**src/hdl/fpa_pkg.sv**
```systemverilog
// package with opcodes, status codes and the pipeline item type of the fixed-point alu
package fpa_pkg;

  localparam int unsigned FRAC_BITS_DEF = 8;
  localparam int unsigned IN_TDATA_W    = 72;
  localparam int unsigned OUT_TDATA_W   = 40;

  typedef enum logic [3:0] {
    OP_ADD = 4'd0,
    OP_SUB = 4'd1,
    OP_MUL = 4'd2,
    OP_DIV = 4'd3,
    OP_GT  = 4'd4,
    OP_LT  = 4'd5,
    OP_GE  = 4'd6,
    OP_LE  = 4'd7,
    OP_EQ  = 4'd8,
    OP_NE  = 4'd9,
    OP_MIN = 4'd10,
    OP_MAX = 4'd11,
    OP_INC = 4'd12,
    OP_DEC = 4'd13
  } op_e;

  typedef enum logic [1:0] {
    ST_OK   = 2'd0,
    ST_DIV0 = 2'd1,
    ST_OVF  = 2'd2
  } status_e;

  // item carried down the pipeline
  typedef struct packed {
    op_e         op;
    logic        neg;        // signs of a and b differ
    logic [31:0] simple_val; // result of wrap, min and max modes
    logic        simple_cmp; // result of compare modes
    logic        div0;       // divisor is zero
    logic        div_ovf;    // quotient is 2^32 or more
    logic [31:0] ma;         // magnitude of a
    logic [31:0] d;          // magnitude of b, divisor
    logic [31:0] nlo;        // low half of the shifted dividend
    logic [31:0] rem;        // partial remainder
    logic [31:0] q;          // quotient bits
    logic [63:0] prod;       // product, later rounded magnitude
  } item_t;

endpackage

```
**src/hdl/fpa_mul.sv**
```systemverilog
// multiply stage: 32x32 product of the operand magnitudes
module fpa_mul import fpa_pkg::*; (
  input  logic  clk_i,
  input  logic  rst_ni,
  input  logic  valid_i,
  input  item_t item_i,
  output logic  ready_o,
  output logic  valid_o,
  output item_t item_o,
  input  logic  ready_i
);

  logic        valid_q;
  item_t       item_q, item_d;
  logic [63:0] prod;

  assign ready_o = !valid_q || ready_i;
  assign valid_o = valid_q;
  assign item_o  = item_q;

  // full-width product
  always_comb begin
    prod        = item_i.ma * item_i.d;
    item_d      = item_i;
    item_d.prod = prod;
  end

  always_ff @(posedge clk_i or negedge rst_ni) begin
    if (!rst_ni) begin
      valid_q <= 1'b0;
    end else if (ready_o) begin
      valid_q <= valid_i;
    end
  end

  always_ff @(posedge clk_i) begin
    if (ready_o && valid_i) begin
      item_q <= item_d;
    end
  end

endmodule

```
**config.mk**
```make
export PLATFORM = sky130hd
export DESIGN_NAME = fpa_mul
export DESIGN_NICKNAME = d
export VERILOG_FILES = /design/src/hdl/fpa_pkg.sv /design/src/hdl/fpa_mul.sv
export SDC_FILE = /design/constraint.sdc
export NUM_CORES = 2
export LEC_CHECK = 0
export BUFFER_PORTS_ARGS = -buffer_cell sky130_fd_sc_hd__buf_2
export CAP_MARGIN = 20
export CORE_MARGIN = 2
export CORE_UTILIZATION = 57
export CTS_CLUSTER_SIZE = 40
export DETAILED_ROUTE_END_ITERATION = 10
export PLACE_DENSITY = 0.79
export RECOVER_POWER = 50
export SETUP_SLACK_MARGIN = 0.1
export SKIP_CTS_REPAIR_TIMING = 1
export SLEW_MARGIN = 20
export SYNTH_ARGS = -nofsm -noshare
export SYNTH_HDL_FRONTEND = slang
export SYNTH_SLANG_ARGS = --single-unit
```
**constraint.sdc**
```tcl
create_clock -name clk_i -period 16.8 [get_ports clk_i]
set_input_delay 0.84 -clock clk_i [delete_from_list [all_inputs] [get_ports clk_i]]
set_output_delay 0.84 -clock clk_i [all_outputs]
set_load 0.05 [all_outputs]
```
======== After elaboration in Yosys (flattened, before gate mapping) ========
Index checks and enable logic that the tools add are counted.
word-level totals
  flip-flop bits (word level) ............. 265
  memories kept ........................... 0
  output and inout port bits .............. 266
  latch bits .............................. 0
  logic and storage cells ................. 17
  bits in read-only memories .............. 0
  input bits .............................. 268
  memory bits (writable) .................. 0
operators by class
  divide/modulo/power cells ............... 0
  shift-type cells ........................ 0
  add/sub/neg operators ................... 0
  reductions and logical operators ........ 3
  muxes and demuxes ....................... 0
  $lt $le $gt $ge ......................... 0
  bitwise logic cells ..................... 0
  eq/ne operators ......................... 0
  $mul .................................... 1
operators by type and width
  cell                                            count
  32-bit by 32-bit multiplier with 64-bit output  1
  1-bit logical AND                               1
  1-bit zero test                                 1
  1-bit logical OR                                1

======== Logic depth before layout (Yosys ltp) ========
  depth after elaboration ................. 3
  gate-level depth with buffers ........... 29
  gate-level depth less buffers ........... 27

======== Least setup slack after synthesis ========
Ideal clock, no wire load.
  path type ............................... in2reg
  start ................................... input ready_i
  end ..................................... register item_q, in the netlist item_o[0] (enable)
  required time ........................... 16143 ps
  setup slack ............................. 8786 ps
  arrival ................................. 7356 ps
  buffers on the path ..................... 0
  setup time .............................. 657 ps
  stages .................................. 2
  cell sequence ........................... nand2b_1 and2_1
on the way
  longest elaborated chain between the ends .. 2
ends and longest elaborated chain
  item                  RTL line       text
  from (decl)           fpa_mul.sv:10  input logic ready_i
  1-bit logical OR      fpa_mul.sv:17  assign ready_o = !valid_q || ready_i;
  1-bit logical AND     fpa_mul.sv:37  if (ready_o && valid_i) begin
  to (signal assigned)  fpa_mul.sv:38  item_q <= item_d;
  to (decl)             fpa_mul.sv:14  item_t item_q, item_d;
Every way passes these cells.
A chain may end at the register's enable or synchronous reset.

======== Worst setup path in the final report ========
  start ................................... input item_i[215] in the netlist's numbering
  end ..................................... register item_q, in the netlist item_o[56], data pin
on the way
  longest elaborated chain between the ends .. 1
ends and longest elaborated chain
  item                                            RTL line       text
  from (decl)                                     fpa_mul.sv:6   input item_t item_i,
  32-bit by 32-bit multiplier with 64-bit output  fpa_mul.sv:23  prod = item_i.ma * item_i.d;
  named net prod[56]                              fpa_mul.sv:15  logic [63:0] prod;
The timed path passes the listed nets, and every way through them passes these cells.

==> results.yml <==
critical_path:
  cp_data_required_time_ns: 17.20
  critPathKind: "primary input to flop"
  r2r-end: "item_o[178]"
  rrSetupSlack_ns: 11.53
  r2r-start: "valid_o"
  cpMostUsedCell: "fa_1"
  path_max_fanout: 33
  cpMaxStageDelayCell: "clkbuf_1"
  cp_slowest_stage_delay_ns: 1.77
  arrival_ns: 10.30
  end_kind: "flop"
  start_kind: "primary input"
  reg2reg_depth: 4
cts:
  clock_latency_ns: 0.62
  tritoncts: "yes"
  clock-sinks: 265
  cts_root_buf: "clkbuf_16"
  htreeDepth: 1
  numCtsBuffers: 28
  clk_path_buf_depth: 3
  cts.clk_slew.worst_paths_ns: 0.06
yosys:
  yosysTopAreaCell: "fa_1"
  ys_seq_elements: 265
  synth_flop_cell: "edfxtp_1"
  synth_fa_ha_area_share_pct: 51.4
  synth_fp_nets: 5386
  synthMuxAreaShare_pct: 0
  synth-edff-count: 264
  seq_area_frac_synth_pct: 19.2
  synth_area_leaders: "fa_1, edfxtp_1, and2_1"
  ys_types: 71
  synth-simple-area-share_pct: 14.9
  synth_top_family_by_area: "adder cells"
  synthesis.area_um2: 41300
  netlist.area_leader.share_pct: 43.4
  synthCells: 3959
  synthArstFlopShare_pct: 0.377
  synth-compound-area-share_pct: 3.12
  syn_avg_cell_area_um2: 10.4
  synth_xor_area_share_pct: 1.33
  synth_warnings: 0
timing:
  rsz0062_at_grt: "no"
  clock_skew_ns: 0.0237
  timing.final.ws_setup_ns: 6.89
  maxSlewHeadroom_pct: -125
  final.setup.tns_ns: 0
  finalSetupViolCount: 0
  fmax_mhz: 101
  finalCritPeriodShare_pct: 59.0
  slew_viol_final: 2097
  worst-slew-pin-transition_ns: 3.38
  post-route-min-period_ns: 9.91
  hold_viol_final: 0
placed_design:
  gp_congestion: 0.935
  place_ws_ns: 7.70
  place.detailed.hpwl_mm: 83.2
  port_buffers: 469
  dpl_cell_area_um2: 44100
  placed_cells_incl_taps: 5176
cells_and_area:
  drive_above_1_share_pct: 7.60
  syn_to_final_growth_pct: 8.20
  layout.cells.most_common: "fa_1"
  register_area_um2: 7950
  fin_cells: 5235
  multiInputGateArea_um2: 29200
  final_cell_area_um2: 44700
  mostFrequentLayoutCells: "fa_1, inv_1, and2_1, nand2_1, edfxtp_1"
  finalNetCount: 5684
  fillCellCount: 5881
status:
  outcome: "finished, violations left"
  violations: "capacitance limit, slew limit"
route:
  vias_per_cell: 5.61
  wl_per_cell_um: 21.8
  num_vias: 29400
  dr.pass1.iters: 6
  routed_wl_mm: 114
  first_iter_violations: 2059
  remaining_drc_errors: 0
  detail-route-antenna-nets: 0
floorplan:
  row_count: 98
  die_y_um: 273
  ioPinCount: 534
  initial_core_util_pct: 57.7
  fp.dieW_um: 273
  dieArea_um2: 74700
  core_area_um2: 71600
worst_hold_path:
  holdPathStages: 1
  hold_start: "item_i[226]"
  hold_class: "primary input to flop"
  whs_endpoint: "item_o[226]"
flow_run:
  cap_viol_max_count: 61
grt:
  grt_pass1_vias: 32100
  grt_overflow: 0
  grt_pass1_wl_mm: 179
  grt_antenna_before_repair: 10
  grt_max_degree: 79
  track_usage_pct: 31.5
-- worst max path at each step --
stage / from / end / slack [ns] / cells past startpoint
after floorplan: ready_i / item_o[0] / 8.79 / 2
after global placement: item_i[214] / item_o[56] / 7.77 / 25
after detailed placement: item_i[216] / item_o[56] / 7.70 / 25
after CTS: item_i[216] / item_o[56] / 8.29 / 25
after global routing: item_i[215] / item_o[56] / 6.59 / 26
final: item_i[215] / item_o[56] / 6.89 / 26
-- stage by stage --
step                hold WS (ns)  utilization (%)
CTS                      -0.0251             62.8
detailed placement         0.535             61.6
global placement           0.511             61.6
finish                     0.388             62.5
global route               0.369             62.4
floorplan                  0.544                -
-- logic make-up after synthesis --
logic type / Yosys count
AOI/OAI and AO/OA: 199
xor gates and xnor gates: 63
adders and majority gates: 1159
buffers and inverters: 1081
DFF: 265
and+or+nand+nor: 1192
-- cell type report --
class,instances,area share (%)
clock inverters,16,0.417
inverters,865,7.26
flip-flops and latches,265,17.8
well taps,950,2.66
diodes,7,0.0392
repair buffers,484,4.84
multi-input cells,2613,65.4
clock buffers,35,1.63
-- cell usage after synthesis, drive strengths merged (7+ instances only) --
master  instances
and2          603
nor2           33
edfxtp        264
a211oi          7
buf            16
fa            896
a21o           25
xnor2          42
nand3          12
o21ai          43
xor2           21
nand2         484
nor3           10
ha            263
o21bai         11
clkbuf        198
nand4          20
a21oi          74
inv           865
-- flip-flops by register name, indices dropped and copies added, names as in the netlist --
name / count
item_o: 264
valid_o: 1
-- worst max-delay path: cells and delay by family --
family	cells	cell delay, ns
xor gates and xnor gates	1	0.30
and+or+nand+nor	4	1.08
buffers and inverters	7	2.15
adders and majority gates	9	4.71
AOI/OAI and AO/OA	5	1.19
-- layer usage --
metal | vias to the layer above | track usage [%] | part of all wire [%]
li1 | 12400 | - | -
met1 | 15000 | 38.6 | 36
met2 | 1578 | 53.0 | 49
met3 | 440 | 6.23 | 8.9
met4 | 0 | 16.6 | 6.1
met5 | - | 0 | 0
Power is not shown: default switching activity piles up to over one toggle a cycle in this logic, so the estimate is an artifact.
