File: src/hdl/fpa_pkg.sv
// package with opcodes, status codes and the pipeline item type of the fixed-point alu
package fpa_pkg;

  localparam int unsigned FRAC_BITS_DEF = 8;
  localparam int unsigned IN_TDATA_W    = 72;
  localparam int unsigned OUT_TDATA_W   = 40;

  typedef enum logic [3:0] {
    OP_ADD = 4'd0,
    OP_SUB = 4'd1,
    OP_MUL = 4'd2,
    OP_DIV = 4'd3,
    OP_GT  = 4'd4,
    OP_LT  = 4'd5,
    OP_GE  = 4'd6,
    OP_LE  = 4'd7,
    OP_EQ  = 4'd8,
    OP_NE  = 4'd9,
    OP_MIN = 4'd10,
    OP_MAX = 4'd11,
    OP_INC = 4'd12,
    OP_DEC = 4'd13
  } op_e;

  typedef enum logic [1:0] {
    ST_OK   = 2'd0,
    ST_DIV0 = 2'd1,
    ST_OVF  = 2'd2
  } status_e;

  // item carried down the pipeline
  typedef struct packed {
    op_e         op;
    logic        neg;        // signs of a and b differ
    logic [31:0] simple_val; // result of wrap, min and max modes
    logic        simple_cmp; // result of compare modes
    logic        div0;       // divisor is zero
    logic        div_ovf;    // quotient is 2^32 or more
    logic [31:0] ma;         // magnitude of a
    logic [31:0] d;          // magnitude of b, divisor
    logic [31:0] nlo;        // low half of the shifted dividend
    logic [31:0] rem;        // partial remainder
    logic [31:0] q;          // quotient bits
    logic [63:0] prod;       // product, later rounded magnitude
  } item_t;

endpackage

File: src/hdl/fpa_round.sv
// rounding stage: half-away rounding of product and quotient magnitudes
module fpa_round import fpa_pkg::*; #(
  parameter int unsigned FRAC_BITS = FRAC_BITS_DEF
) (
  input  logic  clk_i,
  input  logic  rst_ni,
  input  logic  valid_i,
  input  item_t item_i,
  output logic  ready_o,
  output logic  valid_o,
  output item_t item_o,
  input  logic  ready_i
);

  localparam logic [63:0] HALF = (64'd1 << FRAC_BITS) >> 1;

  logic        valid_q;
  item_t       item_q, item_d;
  logic        round_up;
  logic [63:0] qm, pm;

  assign ready_o = !valid_q || ready_i;
  assign valid_o = valid_q;
  assign item_o  = item_q;

  // pick the rounded magnitude for the opcode
  always_comb begin
    round_up = {item_i.rem, 1'b0} >= {1'b0, item_i.d};
    qm       = {32'd0, item_i.q} + {63'd0, round_up};
    pm       = (item_i.prod + HALF) >> FRAC_BITS;
    item_d   = item_i;
    item_d.prod = (item_i.op == OP_DIV) ? qm : pm;
  end

  always_ff @(posedge clk_i or negedge rst_ni) begin
    if (!rst_ni) begin
      valid_q <= 1'b0;
    end else if (ready_o) begin
      valid_q <= valid_i;
    end
  end

  always_ff @(posedge clk_i) begin
    if (ready_o && valid_i) begin
      item_q <= item_d;
    end
  end

endmodule

File: config.mk
export PLATFORM = sky130hd
export DESIGN_NAME = fpa_round
export DESIGN_NICKNAME = d
export VERILOG_FILES = /design/src/hdl/fpa_pkg.sv /design/src/hdl/fpa_round.sv
export SDC_FILE = /design/constraint.sdc
export NUM_CORES = 1
export LEC_CHECK = 0
export ABC_AREA = 1
export BUFFER_PORTS_ARGS = -buffer_cell sky130_fd_sc_hd__buf_2
export CAP_MARGIN = 5
export CORE_AREA = 2 2 207 209
export CTS_CLUSTER_SIZE = 20
export DETAILED_ROUTE_END_ITERATION = 8
export DIE_AREA = 0 0 209 211
export HOLD_SLACK_MARGIN = 0.1
export MAX_ROUTING_LAYER = met4
export SYNTH_ARGS = -nofsm -noshare
export SYNTH_HDL_FRONTEND = slang
export SYNTH_SLANG_ARGS = --single-unit
File: constraint.sdc
create_clock -name clk_i -period 14.6 [get_ports clk_i]
set_input_delay 4.38 -clock clk_i [delete_from_list [all_inputs] [get_ports clk_i]]
set_output_delay 4.38 -clock clk_i [all_outputs]
set_load 0.005 [all_outputs]
=== Word level (Yosys, flattened, before mapping) ===
Index checks and enable logic that the tools add are counted.

* Add/subtract/negate cells: 2
* Reduce and logical (&&, ||, !) cells: 3
* Magnitude comparators: 1
* Multiplexer cells: 1
* Eq/ne operators: 1

{| class="wikitable"
|+ Operator list
! kind !! number
|-
| $add A64 B8 Y64 const B || 1
|-
| $mux W56 || 1
|-
| $add A32 B1 Y33 || 1
|-
| $ge A33 B32 Y1 || 1
|-
| $eq A4 B2 Y1 const B || 1
|-
| $logic_and A1 B1 Y1 || 1
|-
| $logic_not A1 Y1 || 1
|-
| $logic_or A1 B1 Y1 || 1
|}

* Output and inout port bits: 266
* Register bits after elaboration: 265

=== Longest topological paths before layout ===
* Depth after elaboration: 3
* Depth in mapped cells: 21
* Gate-level depth less buffers: 21

=== Least setup slack after synthesis ===
OpenSTA, ideal clock, no wires.

* Path type: input to register
* From: input valid_i
* To: register item_q, in the netlist item_o[0] (enable)
* Path buffers: 0
* Stages: 2
* Arrival time: 16.698 ns
* Setup time: 0.957 ns
* Setup slack: -3.055 ns
* Cell sequence: inv_1 > a21oi_1

* Word-level cells in the longest chain between the ends: 1

{| class="wikitable"
|+ RTL lines
! item !! RTL line !! text
|-
| start, declared || fpa_round.sv:7 || <nowiki>input logic valid_i,</nowiki>
|-
| $logic_and A1 B1 Y1 || fpa_round.sv:44 || <nowiki>if (ready_o && valid_i) begin</nowiki>
|-
| end signal, assigned || fpa_round.sv:45 || <nowiki>item_q <= item_d;</nowiki>
|-
| end, declared || fpa_round.sv:18 || <nowiki>item_t item_q, item_d;</nowiki>
|}

Every way passes these cells.
A chain may end at the register's enable or synchronous reset.

=== Worst setup path after layout ===
* From: input ready_i
* To: output ready_o

* Word-level cells in the longest chain between the ends: 1

{| class="wikitable"
|+ RTL lines
! item !! RTL line !! text
|-
| start, declared || fpa_round.sv:12 || <nowiki>input logic ready_i</nowiki>
|-
| $logic_or A1 B1 Y1 || fpa_round.sv:22 || <nowiki>assign ready_o = !valid_q || ready_i;</nowiki>
|-
| end, declared || fpa_round.sv:9 || <nowiki>output logic ready_o,</nowiki>
|}

Every way passes these cells.

==> qor.csv <==
stage;metric;value;unit
finish;area_delta_synth_final;35.78;%
clock_network;cts_hold_buf;0;
detailed_routing;drtAntennaViolNets;0;
clock_network;clk_path_buf_depth;3;
worst_setup_path;critPathLaunch;ready_i;
synthesis;synth_top_area_share;65.40;%
synthesis;yosys-top-cells-area;edfxtp_1, nand2_1, nor2_1, ha_1, inv_1;
global_routing;grt_pass1_vias;9965;
synthesis;synthDistinctLibCells;30;
finish;final_nets;1930;
clock_network;cts_sinks;257;
detailed_routing;vias;9975;
synthesis;synth_edf_count;256;
detailed_routing;routed_wirelength;43850;um
detailed_routing;viasPerCell;4.553;
floorplanning;dieArea;0.04410;sq mm
global_routing;grt_usage;19.83;%
finish;drive_gt1_share;36.23;%
sta;drv_slew;0;
synthesis;synth_area_leader_cell;edfxtp_1;
worst_setup_path;cp-start-kind;input port;
run_status;status;complete, no violations;
sta;rsz0062_at_grt;no;
sta;finClkSkew;12.08;ps
placed_design;port_buffers;518;
clock_network;cts_tree;done;
worst_setup_path;worstReg2RegEnd;item_o[129];
floorplanning;core;0.04176;sq mm
finish;final_core_util;38.22;%
sta;fin_tns_setup;0;ps
worst_setup_path;endpoint_kind;primary output;
detailed_routing;drc_errors;0;
power_and_ir_drop;ir_drop;0.00008066;V
sta;slew_headroom;30.27;%
placed_design;dpl_worst_slack;5426;ps
worst_setup_path;critPathMaxFanout;2;
worst_setup_path;cp.arrival;4800;ps
floorplanning;num_io_pins;534;
global_routing;antenna_found_initial;7;
placed_design;place_inst;2134;
floorplanning;die_h;211;um
flow_run;max_cap_violations;0;
synthesis;ys_ff_latch;257;
clock_network;cts-root-buf;clkbuf_16;
worst_setup_path;critPathRequiredTime;10220;ps
synthesis;ys_seq_area_share;65.62;%
clock_network;clock_latency;560;ps
clock_network;clk_pin_slew;60;ps
placed_design;dpl_cell_area;0.01501;sq mm
sta;fmaxAchievable;108.9;MHz
global_routing;grt_pass1_wl;63150;um
floorplanning;dieWidth;209;um
sta;min_period_over_period;62.90;%
hold_path;min_path_type;reg2reg;
finish;design_area;0.01596;sq mm
finish;fin_cells;2191;
power_and_ir_drop;static-leakage-power;6.908;nW
placed_design;gp_congestion;0.9181;
detailed_routing;drt_pass1_iterations;5;
clock_network;ctsHtreeMaxLevel;1;
global_routing;grt_max_degree;73;
synthesis;synth_flop_cell;edfxtp_1;
clock_network;cts_resized;0;
synthesis;synth_most_common_cell;nand2_1;
detailed_routing;drt-initial-drc-count;631;
synthesis;yosys_warnings;0;
synthesis;synth-async-reset-ratio;0.3891;%
sta;setup_ws;5416;ps
floorplanning;rows;75;
synthesis;synth.top_cells.by_count;nand2_1, edfxtp_1, nor2_1;
floorplanning;start_util;28.15;%
clock_network;cts_setup_buffers;0;
worst_setup_path;rr_worst_depth;4;
detailed_routing;wl_per_cell;20.01;um
worst_setup_path;critPathKind;in2out;
sta;max_slew.worst_pin.slew;1046;ps
sta;min_period;9184;ps
sta;hold_viol;0;
synthesis;synth_cells;1080;
global_routing;gr-total-overflow;0;
sta;setup_violations;0;
power_and_ir_drop;power.density;111.8;mW/mm^2
clock_network;cts_buffers;30;
placed_design;dp_hpwl;35670;um
worst_setup_path;cp-endpoint;ready_o;
worst_setup_path;r2r_setup_slack;11080;ps
worst_setup_path;reg2reg_from;valid_o;
synthesis;synth.avg_cell_area;10.88;sq um
synthesis;synthesis.area;0.01175;sq mm
-- cell usage in the layout, fill, tap and decap left out, drive strengths merged --
| cell type | synthesis | routed |
|---|---|---|
| nor2 | 168 | 168 |
| inv | 89 | 90 |
| nor3 | 11 | 11 |
| xnor2 | 28 | 28 |
| edfxtp | 256 | 256 |
| conb | 1 | 8 |
| nand2 | 314 | 314 |
| xor2 | 17 | 17 |
| or2 | 1 | 1 |
| o21bai | 3 | 3 |
| and2 | 1 | 1 |
| diode | 0 | 4 |
| bufinv | 0 | 2 |
| o21a | 2 | 2 |
| nand3 | 45 | 45 |
| nand4 | 20 | 20 |
| buf | 9 | 524 |
| nor4 | 1 | 1 |
| a21oi | 32 | 32 |
| and3 | 3 | 3 |
| clkinv | 1 | 15 |
| o21ai | 27 | 27 |
| clkbuf | 7 | 35 |
| ha | 35 | 35 |
| a21boi | 2 | 2 |
| nand3b | 6 | 6 |
| clkinvlp | 0 | 1 |
| dfrtp | 1 | 1 |
-- kinds of logic (layout without fill, tap and decap cells) --
| logic type | Yosys count | after routing | share of synthesized area [%] |
|---|---|---|---|
| flops | 257 | 257 | 65.62 |
| buf+inv | 106 | 667 | 3.641 |
| simple gates | 570 | 570 | 20.67 |
| xor+xnor | 45 | 45 | 3.353 |
| fa+ha+maj | 35 | 35 | 3.726 |
| other cells | 1 | 12 | 0.03190 |
| compound gates | 66 | 66 | 2.959 |
-- how the worst min path moves through the flow --
stage	from	endpoint	slack [ps]	cells past startpoint
floorplan	valid_o	valid_o	550	2
finish	valid_o	valid_o	610	2
CTS	valid_o	valid_o	600	2
detailed placement	valid_o	valid_o	580	2
global route	valid_o	valid_o	640	2
global placement	valid_o	valid_o	560	2
-- per-layer routing --
layer	GRT usage, %	up-vias	share of wire (%)
met5	-	-	0
met4	6.305	0	3.2
met2	36.21	409	52
met3	3.390	72	6.1
met1	22.03	4738	38
li1	-	4756	-
-- layout make-up --
| type | instances | area (sq um) |
|---|---|---|
| Clock buffer | 35 | 790.8 |
| Multi-Input combinational cell | 724 | 3651 |
| Tap cell | 539 | 674.4 |
| Clock inverter | 18 | 145.1 |
| Inverter | 90 | 337.8 |
| Timing Repair Buffer | 524 | 2638 |
| Antenna cell | 4 | 10.01 |
| Fill cell | 4191 | 25800 |
| Sequential cell | 257 | 7712 |
-- power breakdown --
| part | total (W) | internal [W] | switching, W |
|---|---|---|---|
| clock | 0.000720 | 0.000419 | 0.000301 |
| combinational | 0.000190 | 0.0000740 | 0.000116 |
| sequential | 0.000874 | 0.000864 | 0.00000996 |
-- critical path, stage by stage --
cell,delay [ps]
buf_2,100
inv_1,100
nand2_1,90
buf_2,130
-- through the flow --
stage	total power, W	hold slack (ps)
after detailed placement	0.001081	582.6
after global placement	0.001078	559.8
after floorplan	0.0009695	550.7
after global routing	0.001855	637.4
final	0.001784	606.7
after CTS	0.001808	597.6
-- flip-flops by register name, indices dropped and copies added, names as in the netlist --
register	flops
valid_o	1
item_o	256
Note: power is estimated with default switching activity, not from simulation.
