`src/hdl/fpa_pkg.sv`:
```
// package with opcodes, status codes and the pipeline item type of the fixed-point alu
package fpa_pkg;

  localparam int unsigned FRAC_BITS_DEF = 8;
  localparam int unsigned IN_TDATA_W    = 72;
  localparam int unsigned OUT_TDATA_W   = 40;

  typedef enum logic [3:0] {
    OP_ADD = 4'd0,
    OP_SUB = 4'd1,
    OP_MUL = 4'd2,
    OP_DIV = 4'd3,
    OP_GT  = 4'd4,
    OP_LT  = 4'd5,
    OP_GE  = 4'd6,
    OP_LE  = 4'd7,
    OP_EQ  = 4'd8,
    OP_NE  = 4'd9,
    OP_MIN = 4'd10,
    OP_MAX = 4'd11,
    OP_INC = 4'd12,
    OP_DEC = 4'd13
  } op_e;

  typedef enum logic [1:0] {
    ST_OK   = 2'd0,
    ST_DIV0 = 2'd1,
    ST_OVF  = 2'd2
  } status_e;

  // item carried down the pipeline
  typedef struct packed {
    op_e         op;
    logic        neg;        // signs of a and b differ
    logic [31:0] simple_val; // result of wrap, min and max modes
    logic        simple_cmp; // result of compare modes
    logic        div0;       // divisor is zero
    logic        div_ovf;    // quotient is 2^32 or more
    logic [31:0] ma;         // magnitude of a
    logic [31:0] d;          // magnitude of b, divisor
    logic [31:0] nlo;        // low half of the shifted dividend
    logic [31:0] rem;        // partial remainder
    logic [31:0] q;          // quotient bits
    logic [63:0] prod;       // product, later rounded magnitude
  } item_t;

endpackage

```
`src/hdl/fpa_front.sv`:
```
// operand decode stage: magnitudes, simple ops and divide setup
module fpa_front import fpa_pkg::*; #(
  parameter int unsigned FRAC_BITS = FRAC_BITS_DEF
) (
  input  logic        clk_i,
  input  logic        rst_ni,
  input  logic        valid_i,
  input  logic [3:0]  mode_i,
  input  logic [31:0] a_i,
  input  logic [31:0] b_i,
  output logic        ready_o,
  output logic        valid_o,
  output item_t       item_o,
  input  logic        ready_i
);

  logic        valid_q;
  item_t       item_q, item_d;
  logic [31:0] ma, mb;
  logic [63:0] n;
  logic        lt, gt, eq;

  assign ready_o = !valid_q || ready_i;
  assign valid_o = valid_q;
  assign item_o  = item_q;

  // magnitudes and signed compares
  always_comb begin
    ma = a_i[31] ? (32'd0 - a_i) : a_i;
    mb = b_i[31] ? (32'd0 - b_i) : b_i;
    n  = {32'd0, ma} << FRAC_BITS;
    lt = $signed(a_i) < $signed(b_i);
    gt = $signed(a_i) > $signed(b_i);
    eq = a_i == b_i;
  end

  // item fields
  always_comb begin
    item_d            = '0;
    item_d.op         = op_e'(mode_i);
    item_d.neg        = a_i[31] ^ b_i[31];
    item_d.ma         = ma;
    item_d.d          = mb;
    item_d.nlo        = n[31:0];
    item_d.rem        = n[63:32];
    item_d.div0       = (mb == 32'd0);
    item_d.div_ovf    = n >= {mb, 32'd0};
    case (op_e'(mode_i))
      OP_ADD:  item_d.simple_val = a_i + b_i;
      OP_SUB:  item_d.simple_val = a_i - b_i;
      OP_INC:  item_d.simple_val = a_i + 32'd1;
      OP_DEC:  item_d.simple_val = a_i - 32'd1;
      OP_MIN:  item_d.simple_val = lt ? a_i : b_i;
      OP_MAX:  item_d.simple_val = gt ? a_i : b_i;
      OP_GT:   item_d.simple_cmp = gt;
      OP_LT:   item_d.simple_cmp = lt;
      OP_GE:   item_d.simple_cmp = !lt;
      OP_LE:   item_d.simple_cmp = !gt;
      OP_EQ:   item_d.simple_cmp = eq;
      OP_NE:   item_d.simple_cmp = !eq;
      default: item_d.simple_val = 32'd0;
    endcase
  end

  // stage valid
  always_ff @(posedge clk_i or negedge rst_ni) begin
    if (!rst_ni) begin
      valid_q <= 1'b0;
    end else if (ready_o) begin
      valid_q <= valid_i;
    end
  end

  // stage payload
  always_ff @(posedge clk_i) begin
    if (ready_o && valid_i) begin
      item_q <= item_d;
    end
  end

endmodule

```
`config.mk`:
```
export PLATFORM = sky130hd
export DESIGN_NAME = fpa_front
export DESIGN_NICKNAME = d
export VERILOG_FILES = /design/src/hdl/fpa_pkg.sv /design/src/hdl/fpa_front.sv
export SDC_FILE = /design/constraint.sdc
export NUM_CORES = 1
export LEC_CHECK = 0
export ABC_AREA = 1
export ABC_CLOCK_PERIOD_IN_PS = 5900
export BUFFER_PORTS_ARGS = -buffer_cell sky130_fd_sc_hd__buf_4
export CAP_MARGIN = 10
export CORE_ASPECT_RATIO = 0.7
export CORE_MARGIN = 4
export CORE_UTILIZATION = 50
export DETAILED_ROUTE_END_ITERATION = 12
export MAX_ROUTING_LAYER = met4
export PLACE_DENSITY = 0.79
export REMOVE_ABC_BUFFERS = 1
export SYNTH_ARGS = -nofsm -noshare
export SYNTH_HDL_FRONTEND = slang
export SYNTH_SLANG_ARGS = --single-unit
```
`constraint.sdc`:
```
create_clock -name clk_i -period 5.9 [get_ports clk_i]
set_clock_uncertainty 0.2 [all_clocks]
set_input_delay 0.59 -clock clk_i [delete_from_list [all_inputs] [get_ports clk_i]]
set_output_delay 0.59 -clock clk_i [all_outputs]
set_load 0.01 [all_outputs]
```
==> Word level (Yosys, flattened, before mapping) <==
Cells that the tools add are included.
{ "word_totals": {"regBits": 137, "in_bits": 72, "elab_cells": 47} }
{ "classes": {"n_eq_ne": 12, "n_lt_le_gt_ge": 3, "n_reduce_logical": 8, "muxes": 6, "add_sub_neg": 6, "bitwise": 1} }
{ "ops": {"columns": ["cell", "count"], "rows": [
  ["one-hot mux 32 bit (6 select lines)", 1],
  ["2-to-1 mux 32 bit", 4],
  ["greater-or-equal comparator 40 x 64 -> 1 bit", 1],
  ["subtractor 1 x 32 -> 32 bit, first input constant", 2],
  ["adder 32 x 1 -> 32 bit, second input constant", 1],
  ["adder 32 bit", 1],
  ["== test 32 bit", 1],
  ["greater-than comparator 32 bit", 1],
  ["zero test 32 bit", 1],
  ["< comparator 32 bit", 1],
  ["subtractor 32 x 1 -> 32 bit, second input constant", 1],
  ["subtractor 32 bit", 1],
  ["== test 4 bit, second input constant", 6],
  ["== test 4 x 3 -> 1 bit, second input constant", 4],
  ["one-hot mux 1 bit (6 select lines)", 1],
  ["== test 4 x 1 -> 1 bit, second input constant", 1],
  ["zero test 1 bit", 4],
  ["zero test 4 bit", 1],
  ["logical AND 1 bit", 1],
  ["logical OR 1 bit", 1],
  ["bitwise XOR 1 bit", 1]
]} }

==> Depth between registers and ports, before layout <==
{ "depth": {"depth_word": 3, "depth_mapped": 23, "depth_no_buf": 23} }

==> Worst setup path after synthesis <==
OpenSTA, ideal clock, no wires.
{ "synth_timing": {"path_kind": "in2reg", "from": "input port valid_i", "to": "register item_q (netlist bit item_o[160]) (enable)", "path_stages": 2, "setup_ns": 0.601, "slack_ns": -0.550, "arrival_time_ns": 5.649, "cell_sequence": "inv_1 -> a21oi_1"} }
{ "synth_via": {"elab_chain_cells": 1} }
{ "synth_rtl": {"columns": ["element", "line", "rtl"], "rows": [
  ["from (decl)", "fpa_front.sv:7", "input logic valid_i,"],
  ["logical AND 1 bit", "fpa_front.sv:76", "if (ready_o && valid_i) begin"],
  ["to (signal assigned)", "fpa_front.sv:77", "item_q <= item_d;"],
  ["to (decl)", "fpa_front.sv:18", "item_t item_q, item_d;"]
]} }
No other way between the ends.
A chain may end at the register's enable or synchronous reset.

==> results_dict.tcl <==
set metrics [dict create \
    synth-compound-area-share_pct 10.7 \
    cts_tree "done" \
    drv_slew 0 \
    multi_input_area_um2 8020 \
    core_area_um2 25000 \
    postCtsSetupRepairBufs 0 \
    clock_path_buffers 2 \
    dp_slack_ns 1.23 \
    path_class "in2reg" \
    clockRootBuffer "clkbuf_16" \
    synthXorXnorAreaFrac_pct 1.97 \
    firstDrtPassIters 8 \
    clkLatencyLatePin_ns 0.36 \
    hold_path.class "in2reg" \
    worstPathRequired_ns 5.83 \
    cts_buffers 9 \
    ys.flop_type "edfxtp_1" \
    layout_common_cells "nand2_1 (534), nand3_1 (236), buf_4 (223)" \
    synthMuxAreaShare_pct 0 \
    drc 0 \
    grt_pass1_vias 12600 \
    seqCellArea_um2 3150 \
    die_w_um 200 \
    setup_viol 0 \
    portBuffers 209 \
    synth_top_family_by_area "simple AND/OR/NAND/NOR gates" \
    final.setup.worst_slack_ns 1.57 \
    synth_warnings 0 \
    drt-total-wl_um 53800 \
    power.leakage_nw 7.04 \
    drive_gt1_share_pct 14.1 \
    dieArea_um2 28500 \
    irDropWorstVdd_mv 0.132 \
    arrival_ns 4.26 \
    drv_cap 0 \
    fillers 2520 \
    syn_area_per_cell_um2 6.51 \
    ant_nets 0 \
    status "complete, no violations" \
    final_common_cell "nand2_1" \
    final_area_um2 14400 \
    relSlewSlack_pct 33.3 \
    grt_overflow 0 \
    syn_to_final_growth_pct 11.3 \
    hold_violations 0 \
    fin_crit_sh_pct 73.4 \
    routed_via_density 5.72 \
    cp-end-kind "flip-flop" \
    via_count 14200 \
    grt_setup_unrepaired "no" \
    htreeDepth 3 \
    cp-start-kind "primary input" \
    place_area_um2 14100 \
    ys_seq_elements 105 \
    initial_core_util_pct 51.5 \
    clk_pin_slew_worst_paths_ns 0.09 \
    ctsResizeCount 0 \
    drt-initial-drc-count 1902 \
    syn_area_um2 12900 \
    grt_pass1_wl_um 77300 \
    synth.distinct_cells 46 \
    antenna_found_initial 2 \
    synth_adder_area_share_pct 7.78 \
    seq_area_frac_synth_pct 24.4 \
    crit_fanout 28 \
    fmax_mhz 231 \
    netlist_instances 1982 \
    pin_count 338 \
    synthArstFlopShare_pct 0.952 \
    gp_congestion 1.03 \
    power_w 0.00275 \
    grt_max_degree 57 \
    row_count 48 \
    synthSimpleGateAreaFrac_pct 37.8 \
    worstMarginPinSlew_ns 0.998 \
    cts.sinks 105 \
    synth_edf_count 104 \
    finalCriticalPeriod_ns 4.33 \
    nets 2295 \
    final.setup.tns_ns 0 \
    dpl.hpwl_um 44100 \
    wl_per_cell_um 21.7 \
    p_per_area_nw_per_um2 191 \
    grt.total_usage_pct 37.2 \
    die_h_um 142 \
]
-- where the power goes --
part / leakage, nW / switching [W] / internal (W)
Combinational: 5.89 / 0.000812 / 0.000378
Sequential: 1.02 / 0.0000265 / 0.000892
Clock: 0.135 / 0.000342 / 0.000299
Total: 7.04 / 0.00118 / 0.00157
-- cells in the mapped netlist (3+ instances only) --
master	count	area share, %
ha_1	77	7.5
nand3_2	19	1.5
nor2_2	5	0.24
inv_2	9	0.26
o21ai_0	97	3.8
a21o_1	11	0.64
nand3_1	236	9.2
inv_1	207	6.0
nand3b_1	34	2.0
nor4_1	6	0.29
o21ai_1	5	0.19
clkbuf_1	20	0.58
a21oi_1	109	4.2
nand4_1	21	1.0
nor2_1	189	5.5
nand2_1	534	16
xnor2_1	5	0.34
and2_1	4	0.19
or2_2	12	0.58
o21a_1	7	0.41
xor2_1	24	1.6
edfxtp_1	104	24
nor3_2	4	0.31
o21bai_1	14	0.81
nor3_1	20	0.78
buf_2	9	0.35
buf_4	161	9.4
o211ai_1	3	0.17
buf_6	5	0.44
buf_1	3	0.087
nand2_2	8	0.39
-- cell type report --
class | count | area share [%]
Multi-Input combinational cell | 1586 | 55.8
Clock buffer | 10 | 1.59
Clock inverter | 6 | 0.401
Antenna cell | 2 | 0.0348
Tap cell | 325 | 2.83
Sequential cell | 105 | 21.9
Timing Repair Buffer | 224 | 11.7
Inverter | 218 | 5.69
-- state kept, by name, summed over array words and instances (netlist names) --
name     flops
item_o     104
valid_o      1
-- cells by family (layout without fill, tap and decap cells) --
family / count (synthesis) / in the layout
adders and majority gates: 79 / 79
xor gates and xnor gates: 29 / 29
and+or+nand+nor: 1096 / 1096
DFF: 105 / 105
AOI/OAI and AO/OA: 254 / 254
other: 1 / 130
buffers and inverters: 418 / 458
-- critical path, stage by stage --
cell	delay [ns]
buf_4	0.10
inv_1	0.07
nor3_2	0.54
inv_2	0.41
nor2_1	0.19
buf_4	0.19
inv_1	0.11
nand2_1	0.09
inv_1	0.07
ha_1	0.37
nand2_1	0.15
nor2_1	0.17
nand2_1	0.07
o21ai_0	0.52
nand3_1	0.19
nand2_1	0.11
nand2_1	0.05
nand3_1	0.07
nand2_1	0.07
inv_1	0.06
nand3_1	0.05
-- path summary, 6_finish.rpt --
| path | cells past startpoint | end | slack [ns] | startpoint |
|---|---|---|---|---|
| hold / removal | 1 | item_o[192]$_DFFE_PP_ | 0.21 | a_i[0] |
| min in group asynchronous | 2 | valid_o$_DFFE_PN0N_ | 0.34 | rst_ni |
| hold reg to reg | 2 | valid_o$_DFFE_PN0N_ | 0.44 | valid_o$_DFFE_PN0N_ |
| setup reg to reg | 2 | item_o[201]$_DFFE_PP_ | 4.00 | valid_o$_DFFE_PN0N_ |
| setup / recovery | 21 | item_o[257]$_DFFE_PP_ | 1.57 | mode_i[3] |
| max in group asynchronous | 2 | valid_o$_DFFE_PN0N_ | 5.08 | rst_ni |
-- through the flow --
step                utilization, %  hold slack [ns]  std cells
CTS                           57.4            0.206       2474
floorplan                        -           0.0944       1909
detailed placement            56.2            0.170       2457
global placement              56.2            0.166       2457
finish                        57.4            0.213       2476
global route                  57.4            0.201       2476
-- layer usage --
metal	routed length, µm	vias up	global-route usage, %	part of all wire (%)
met5	0	-	-	0
met4	699	0	6.25	1.3
met3	7970	68	11.1	15
met2	21900	967	51.4	41
met1	23300	6532	54.4	43
li1	-	6584	-	-
-- what timing repair did --
action / CTS / global route
hold buffers: 1 / 0
setup endpoints to repair: 0 / 0
hold endpoints to repair: 1 / 0
Power figures use the tool's default switching activity.
