[src/hdl/fpa_pkg.sv]
// package with opcodes, status codes and the pipeline item type of the fixed-point alu
package fpa_pkg;

  localparam int unsigned FRAC_BITS_DEF = 8;
  localparam int unsigned IN_TDATA_W    = 72;
  localparam int unsigned OUT_TDATA_W   = 40;

  typedef enum logic [3:0] {
    OP_ADD = 4'd0,
    OP_SUB = 4'd1,
    OP_MUL = 4'd2,
    OP_DIV = 4'd3,
    OP_GT  = 4'd4,
    OP_LT  = 4'd5,
    OP_GE  = 4'd6,
    OP_LE  = 4'd7,
    OP_EQ  = 4'd8,
    OP_NE  = 4'd9,
    OP_MIN = 4'd10,
    OP_MAX = 4'd11,
    OP_INC = 4'd12,
    OP_DEC = 4'd13
  } op_e;

  typedef enum logic [1:0] {
    ST_OK   = 2'd0,
    ST_DIV0 = 2'd1,
    ST_OVF  = 2'd2
  } status_e;

  // item carried down the pipeline
  typedef struct packed {
    op_e         op;
    logic        neg;        // signs of a and b differ
    logic [31:0] simple_val; // result of wrap, min and max modes
    logic        simple_cmp; // result of compare modes
    logic        div0;       // divisor is zero
    logic        div_ovf;    // quotient is 2^32 or more
    logic [31:0] ma;         // magnitude of a
    logic [31:0] d;          // magnitude of b, divisor
    logic [31:0] nlo;        // low half of the shifted dividend
    logic [31:0] rem;        // partial remainder
    logic [31:0] q;          // quotient bits
    logic [63:0] prod;       // product, later rounded magnitude
  } item_t;

endpackage

[src/hdl/fpa_out.sv]
// output stage: sign, saturation, status and the result register
module fpa_out import fpa_pkg::*; (
  input  logic                   clk_i,
  input  logic                   rst_ni,
  input  logic                   valid_i,
  input  item_t                  item_i,
  output logic                   ready_o,
  output logic                   valid_o,
  output logic [OUT_TDATA_W-1:0] data_o,
  input  logic                   ready_i
);

  logic        valid_q;
  logic [34:0] res_q, res_d;
  logic [31:0] val;
  logic        cmp;
  status_e     st;
  logic [63:0] m;

  assign ready_o = !valid_q || ready_i;
  assign valid_o = valid_q;
  assign data_o  = {{(OUT_TDATA_W - 35){1'b0}}, res_q};

  // final value per opcode
  always_comb begin
    m   = item_i.prod;
    val = 32'd0;
    cmp = 1'b0;
    st  = ST_OK;
    case (item_i.op)
      OP_MUL, OP_DIV: begin
        if (item_i.op == OP_DIV && item_i.div0) begin
          st = ST_DIV0;
        end else if (item_i.neg) begin
          if ((item_i.op == OP_DIV && item_i.div_ovf) || m > 64'h8000_0000) begin
            val = 32'h8000_0000;
            st  = ST_OVF;
          end else begin
            val = 32'd0 - m[31:0];
          end
        end else begin
          if ((item_i.op == OP_DIV && item_i.div_ovf) || m > 64'h7FFF_FFFF) begin
            val = 32'h7FFF_FFFF;
            st  = ST_OVF;
          end else begin
            val = m[31:0];
          end
        end
      end
      OP_GT, OP_LT, OP_GE, OP_LE, OP_EQ, OP_NE: begin
        cmp = item_i.simple_cmp;
      end
      default: begin
        val = item_i.simple_val;
      end
    endcase
    res_d = {st, cmp, val};
  end

  always_ff @(posedge clk_i or negedge rst_ni) begin
    if (!rst_ni) begin
      valid_q <= 1'b0;
    end else if (ready_o) begin
      valid_q <= valid_i;
    end
  end

  always_ff @(posedge clk_i) begin
    if (ready_o && valid_i) begin
      res_q <= res_d;
    end
  end

endmodule

[config.mk]
export PLATFORM = sky130hd
export DESIGN_NAME = fpa_out
export DESIGN_NICKNAME = d
export VERILOG_FILES = /design/src/hdl/fpa_pkg.sv /design/src/hdl/fpa_out.sv
export SDC_FILE = /design/constraint.sdc
export NUM_CORES = 1
export LEC_CHECK = 0
export BUFFER_PORTS_ARGS = -buffer_cell sky130_fd_sc_hd__buf_2
export CORE_AREA = 2 2 120 122
export CTS_CLUSTER_SIZE = 8
export DETAILED_ROUTE_END_ITERATION = 8
export DIE_AREA = 0 0 122 124
export PLACE_DENSITY_LB_ADDON = 0.15
export SETUP_SLACK_MARGIN = 0.5
export SLEW_MARGIN = 20
export SYNTH_ARGS = -nofsm -noshare
export SYNTH_HDL_FRONTEND = slang
export SYNTH_SLANG_ARGS = --single-unit
[constraint.sdc]
create_clock -name clk_i -period 1.89 [get_ports clk_i]
set_input_delay 0.0945 -clock clk_i [delete_from_list [all_inputs] [get_ports clk_i]]
set_output_delay 0.0945 -clock clk_i [all_outputs]
set_load 0.01 [all_outputs]
* Word-level counts from Yosys, hierarchy flattened
Cells that the tools add are included.
Operators by class: add/subtract/negate cells 1, $lt $le $gt $ge 2, eq/ne operators 8, mux-type cells 9, bitwise gates (word level) 1, reductions and logical operators 10
Operator list (number):
- 32-bit 2-to-1 mux | 4
- 64-bit by 31-bit > comparator with 1-bit output (second input constant) | 1
- 64-bit by 32-bit > comparator with 1-bit output (second input constant) | 1
- 32-bit case mux with 2 select lines | 1
- 1-bit by 32-bit subtractor with 32-bit output (first input constant) | 1
- 4-bit by 3-bit equality test with 1-bit output (second input constant) | 4
- 4-bit by 2-bit equality test with 1-bit output (second input constant) | 2
- 4-bit equality test (second input constant) | 2
- 2-bit 2-to-1 mux | 3
- 6-bit OR reduction | 1
- 2-bit OR reduction | 2
- 1-bit logical AND | 3
- 1-bit logical OR | 3
- 1-bit zero test | 1
- 1-bit 2-to-1 mux | 1
- 1-bit NOT | 1
Word-level totals: register bits 36, bits of input ports 268, output and inout port bits 42

* Depth between registers and ports, before layout
Gate-level depths: netlist of run 1.
word-level depth 7, gate-level depth with buffers 8, gate-level depth less buffers 7

* Least setup slack after synthesis of run 1
OpenSTA, ideal clock, no wires.
path type input -> register, from in item_i[0] (netlist bit), to reg res_q[20] (data pin), library setup time 268 ps, data arrival time 1891 ps, required time 1622 ps, path slack -269 ps, stages on the path 7, path through inv_1 -> ha_1 -> nor3b_1 -> nand4_1 -> or4b_2 -> o211ai_1 -> o21ai_0
Between the ends: longest elaborated chain between the ends 6
Ends and longest elaborated chain:
- start: declaration | RTL line fpa_out.sv:6 | input item_t item_i,
- 64-bit by 31-bit > comparator with 1-bit output / 64-bit by 32-bit > comparator with 1-bit output (equally long branches) | RTL line fpa_out.sv:42, fpa_out.sv:35
- 1-bit logical OR, on equally long branches | RTL line fpa_out.sv:42, fpa_out.sv:35
- 32-bit 2-to-1 mux, on equally long branches | RTL line fpa_out.sv:42, fpa_out.sv:35
- 32-bit 2-to-1 mux * | RTL line fpa_out.sv:34 | end else if (item_i.neg) begin
- 32-bit 2-to-1 mux * | RTL line fpa_out.sv:32 | if (item_i.op == OP_DIV && item_i.div0) begin
- 32-bit case mux with 2 select lines * | RTL line fpa_out.sv:30 | case (item_i.op)
- net val[20] | RTL line fpa_out.sv:15 | logic [31:0] val;
- end signal: assignment | RTL line fpa_out.sv:70 | res_q <= res_d;
- end: declaration | RTL line fpa_out.sv:14 | logic [34:0] res_q, res_d;
Mark *: on every way through the listed nets, which the timed path passes. The rest lies on a longest branch. A chain may end at the register's enable or synchronous reset.

* Worst setup path after layout of run 1
from in item_i[18] (netlist bit), to reg res_q[29] (data pin)
Same word-level chain as after synthesis.

==> results.toml, run 1 <==
[run_status]
status = "finished, violations left"
violations = "setup timing"

[power]
p_seq_share_pct = 39.4
clockPowerShare_pct = 33.1
comb_power_share_pct = 27.6
switching_share_pct = 28.2
ir_drop_v = 0.000277
internal-power_mw = 1.75
power_switching_mw = 0.685
p_leak_nw = 2.05
p_per_area_nw_per_um2 = 482

[synth]
yosys.area.top_type_share_pct = 38.5
synth_cells = 308
synth_top_family_by_area = "simple AND/OR/NAND/NOR gates"
synth_ff_type = "edfxtp_1"
yosysTopAreaCell = "edfxtp_1"
synth_mux_area_share_pct = 1.47
synth_warnings = 0
seq_area_frac_synth_pct = 39.4
synth_edf_count = 35
synth_area_leaders = "edfxtp_1 (38%), nand2_1 (6.0%), nor4_1 (4.6%)"
ys_seq_elements = 36
synth.distinct_cells = 52
synth_xor_area_share_pct = 2.25
yosys.area_share.simple_pct = 30.4
mappedNetlistArea_sq_um = 2730
synthAdderAreaFrac_pct = 0.458
synth_area_per_cell_sq_um = 8.86
synth-async-reset-ratio_pct = 2.78
synth_compound_area_share_pct = 20.7

[timing]
period_needed_ns = 1.90
hold_viol_final = 0
worstMarginPinSlew_ns = 0.620
setup_slack_ns = -0.0103
drv_slew = 0
relSlewSlack_pct = 58.7
fin_skew_ns = 0.00565
whs_ns = 0.0744
clock.fmax_mhz = 526
rsz0062_at_grt = "yes"
min_period_over_period_pct = 101
fin_tns_setup_ns = -0.0103
setup_viol = 1

[grt]
grt_antenna_before_repair = 0
grt_pass1_vias = 3353
grt_max_degree = 36
track_usage_pct = 15.7
overflow = 0
grt_pass1_wl_um = 18000

[clock_tree]
cts_sinks = 36
cts_buffers = 5
clkTransAtPathRegs_ns = 0.05
tritoncts = "yes"
root_buffer = "clkbuf_16"
insertion_delay_ns = 0.28
htreeDepth = 2
cts_max_path_buffers = 2

[detailed_routing]
first_pass_iters = 4
drc = 0
via_per_inst = 4.86
wl_per_cell_um = 17.3
wl_um = 12300
postRouteAntennaNets = 0
drt_iter0_markers = 229
num_vias = 3465

[die]
design.core.area_sq_um = 13700
die_y_um = 124
num_rows = 43
ioPinCount = 310
die_area_sq_um = 15100
chipWidth_um = 122
start_util_pct = 19.9

[cells_and_area]
fin_cells = 713
post-route-util_pct = 36.8
drive_above_1_share_pct = 58.8
final_cell_mix = "buf_2 (136), buf_4 (72), nand2_1 (43), edfxtp_1 (35), buf_6 (19)"
layout.nets = 800
syn2layout_area_growth_pct = 84.7
final_common_cell = "buf_2"

[setup_path]
endpoint_kind = "flop"
r2r_cells = 2
path_max_fanout = 6
ff2ff_setup_slack_ns = 0.63
r2r_start = "valid_o"
timing.rr.end = "res_q[31]"
cp.arrival_ns = 1.93
worstSetupStartpointType = "input port"
critPathKind = "in -> reg"
crit_required_ns = 1.92

[worst_hold_path]
hold_class = "in -> reg"
min_to = "valid_o"
worstHoldStart = "valid_i"
hold_path_depth = 2

[placed_design]
dp_hpwl_um = 8580
portBuffers = 144
place_congestion = 0.775
place_ws_ns = -0.422
placed_cells = 685

[run]
cap_violations = 0
-- per-stage QoR --
| stage | power [mW] | area [sq um] |
|---|---|---|
| CTS | 2.39 | 4670 |
| finish | 2.43 | 5040 |
| detailed placement | 1.53 | 4200 |
| floorplan | 1.20 | 2870 |
| global route | 2.55 | 5040 |
| global placement | 1.53 | 4200 |
-- cell type report --
cell class / count / area (sq um)
Timing Repair Buffer: 230 / 1490
Antenna cell: 1 / 2.50
Multi-Input combinational cell: 253 / 2090
Inverter: 5 / 18.8
Clock buffer: 7 / 133
Clock inverter: 1 / 3.75
Fill cell: 1447 / 8680
Sequential cell: 36 / 1080
Tap cell: 180 / 225
-- logic make-up after synthesis --
logic type,count (synthesis)
xor gates and xnor gates,7
other,1
DFF,36
AOI/OAI and AO/OA,82
adders and majority gates,1
muxes,4
buffers and inverters,28
and+or+nand+nor,149
-- flip-flops by register name, indices dropped and copies added, names as in the netlist --
| register | cells |
|---|---|
| res_q | 35 |
| valid_o | 1 |
-- routing by layer --
metal | share of wire [%] | vias up | global-route usage, %
li1 | - | 1663 | -
met1 | 47 | 1636 | 21.8
met2 | 44 | 157 | 25.1
met3 | 7.8 | 9 | 3.30
met4 | 1.2 | 0 | 3.30
met5 | 0 | - | 0
-- how the worst max path moves through the flow --
| stage | startpoint | to | slack, ns | cells past startpoint |
|---|---|---|---|---|
| after detailed placement | item_i[58] | res_q[20] | -0.42 | 6 |
| after global routing | item_i[18] | res_q[29] | -0.05 | 6 |
| after global placement | item_i[58] | res_q[20] | -0.35 | 6 |
| after CTS | item_i[18] | res_q[21] | 0.02 | 7 |
| after floorplan | item_i[18] | res_q[27] | -0.20 | 7 |
| final | item_i[18] | res_q[29] | -0.01 | 6 |
-- cells in the mapped netlist (4+ instances only) --
library cell / number
nand2_1: 44
edfxtp_1: 35
o21ai_0: 24
nor4_1: 20
nor2_1: 18
clkbuf_1: 15
o31ai_1: 12
nor3_1: 11
or4_1: 11
nand2b_1: 9
a21oi_1: 8
o22ai_1: 8
nand4_1: 7
buf_4: 5
o211ai_1: 5
and3_1: 4
inv_1: 4
mux2i_1: 4
nand3_1: 4
nor3b_1: 4
xnor2_1: 4
-- power groups by stage --
stage / sequential, mW / combinational (mW) / clock (mW)
after global placement: 0.976 / 0.555 / 0
after floorplan: 1.00 / 0.197 / 0
final: 0.957 / 0.670 / 0.804
after CTS: 0.960 / 0.599 / 0.832
after detailed placement: 0.975 / 0.558 / 0
after global routing: 0.962 / 0.732 / 0.858
-- critical path, stage by stage --
cell and delay [ns]:
buf_6 0.09, or3_4 0.41, or4_4 0.50, or4_1 0.57
a21oi_2 0.21, o31ai_4 0.06
-- repair_timing --
action | 4_1_cts | 5_1_grt
endpoints found under the hold margin | 1 | 0
hold buffers | 1 | 0
endpoints found under the setup margin | 33 | 68
setup buffers | 12 | 0
gates resized for setup | 42 | 74
pin swaps | 20 | 24
gates cloned | 4 | 2
No activity file was read; power rests on OpenSTA's default activity.
==> run 2: changes to the inputs <==
--- a/config.mk
+++ b/config.mk
@@ -6,10 +6,10 @@
 export NUM_CORES = 1
 export LEC_CHECK = 0
 export BUFFER_PORTS_ARGS = -buffer_cell sky130_fd_sc_hd__buf_2
-export CORE_AREA = 2 2 120 122
+export CORE_AREA = 2 2 119 121
 export CTS_CLUSTER_SIZE = 8
 export DETAILED_ROUTE_END_ITERATION = 8
-export DIE_AREA = 0 0 122 124
+export DIE_AREA = 0 0 121 123
 export PLACE_DENSITY_LB_ADDON = 0.15
 export SETUP_SLACK_MARGIN = 0.5
 export SLEW_MARGIN = 20
==> constraint.sdc (replaced) <==
create_clock -name clk_i -period 2.25 [get_ports clk_i]
set_input_delay 0.1125 -clock clk_i [delete_from_list [all_inputs] [get_ports clk_i]]
set_output_delay 0.1125 -clock clk_i [all_outputs]
set_load 0.01 [all_outputs]
==> run 2 against run 1 <==
Against the previous run: critical endpoint is now res_q[31]; critical path depth increased by 1; clock skew decreased by 0.00084 ns; largest power group unchanged; the run now ends clean; first-iteration DRC count decreased by 34%; largest cell class unchanged; critical path type unchanged; utilization decreased by 4.5 points.
==> results.toml, run 2 (same netlist as run 1, synthesis figures left out) <==
[timing]
whs_ns = 0.0365
clock.fmax_mhz = 527
worstMarginPinSlew_ns = 0.667
period_needed_ns = 1.90
min_period_over_period_pct = 84.4
fin_skew_ns = 0.00481
rsz0062_at_grt = "yes"
hold_viol_final = 0
relSlewSlack_pct = 55.0
fin_tns_setup_ns = 0
drv_slew = 0
setup_viol = 0

[cells_and_area]
n_antenna_cell = 0
final_common_cell = "buf_2"
largest_register_ffs = 35
syn2layout_area_growth_pct = 61.0
nFillCells = 1481
seq_area_sq_um = 1080
regMostFlops = "res_q"
multiInputGateArea_sq_um = 1810
fin_cells = 667
final_cell_mix = "buf_2 (142), nand2_1 (43), buf_4 (36), edfxtp_1 (35), o21ai_0 (21)"
layout.nets = 755
drive_above_1_share_pct = 49.3

[clock_tree]
cts_max_path_buffers = 2
cts_buffers = 5
root_buffer = "clkbuf_16"
insertion_delay_ns = 0.29
cts_sinks = 36
clkTransAtPathRegs_ns = 0.06
tritoncts = "yes"
htreeDepth = 2

[grt]
overflow = 0
grt_antenna_before_repair = 1
track_usage_pct = 14.6
grt_pass1_wl_um = 16500
grt_pass1_vias = 3049
grt_max_degree = 32

[die]
chipWidth_um = 121
design.core.area_sq_um = 13600
ioPinCount = 310
num_rows = 43
die_y_um = 123
start_util_pct = 20.1
die_area_sq_um = 14900

[detailed_routing]
routed.top_layer = "met5"
m1WireLength_um = 4960
via_per_inst = 4.76
drc = 0
wl_met3_um = 855
first_pass_iters = 4
postRouteAntennaNets = 0
num_vias = 3175
wl_um = 11000
drt_iter0_markers = 150
dr_wl_met2_um = 5020
wl_per_cell_um = 16.5

[setup_path]
r2r_cells = 3
worstSetupStartpointType = "input port"
critPathKind = "in -> reg"
crit_required_ns = 2.30
r2r_start = "valid_o"
timing.rr.end = "res_q[20]"
cp.arrival_ns = 1.95
ff2ff_setup_slack_ns = 0.75
endpoint_kind = "flop"
path_max_fanout = 7

[worst_hold_path]
hold_class = "in -> reg"
min_to = "valid_o"
worstHoldStart = "valid_i"
hold_path_depth = 2

[power]
p_leak_nw = 1.77
ir_drop_v = 0.000198
p_per_area_nw_per_um2 = 458

[placed_design]
dp_hpwl_um = 8350
portBuffers = 144
place_congestion = 0.795
placed_cells = 649

[run]
cap_violations = 0

[run_status]
status = "finished, final reports clean"
## run 2: changes by cell type in the layout (fill, tap and decap cells not counted), sizes merged
cell    previous run  this run
clkinv             2         1
or4b               5         2
diode              1         0
and2               4         3
a22oi              4         5
buf              228       187
## run 2: layout make-up
cell class	instances	share of cell area, %
Multi-Input combinational cell	250	41.2
Timing Repair Buffer	188	25.2
Sequential cell	36	24.5
Tap cell	180	5.12
Clock buffer	8	3.56
Inverter	5	0.427
## run 2: worst max-delay path, cell delays in order
cell and delay (ns):
buf_6 0.09, or3_4 0.40, or4_4 0.50, buf_4 0.18, nor3_1 0.21, nand4_1 0.16, a32o_1 0.29
## run 2: metrics by stage
stage          utilization (%)  area, sq um  setup WS [ns]  total power, mW
4_1_cts                   31.4         4270          0.361             2.03
3_5_place_dp              29.1         3960        -0.0583             1.24
2_1_floorplan                -         2870          0.139             1.01
3_3_place_gp              29.1         3960        -0.0401             1.24
5_1_grt                   32.3         4400          0.290             2.12
6_report                  32.3         4400          0.352             2.01
## run 2: report_power, final
| group | switching [mW] | internal [mW] |
|---|---|---|
| clock network | 0.287 | 0.472 |
| logic | 0.251 | 0.201 |
| registers | 0.00998 | 0.792 |
| total | 0.548 | 1.47 |
## run 2: worst max path at each step
stage                          start        end  slack [ns]
after floorplan           item_i[18]  res_q[27]        0.14
after global placement    item_i[18]   res_q[0]       -0.04
after detailed placement  item_i[63]  res_q[10]       -0.06
after CTS                 item_i[18]  res_q[10]        0.36
after global routing      item_i[63]  res_q[11]        0.29
final                     item_i[18]  res_q[31]        0.35
## run 2: metal layers
layer  vias up  global-route usage, %
met2       131                   23.4
met5         -                      0
met4         2                   4.58
li1       1561                      -
met1      1469                   18.9
met3        12                   4.38
## run 2: timing repair
item / in CTS / in global routing
resized for setup: 18 / 25
gates cloned: 2 / 0
setup buffers: 5 / 2
hold buffers: 1 / 0
pin swaps: 9 / 7
hold endpoints to repair: 1 / 0
endpoints found under the setup margin: 32 / 33
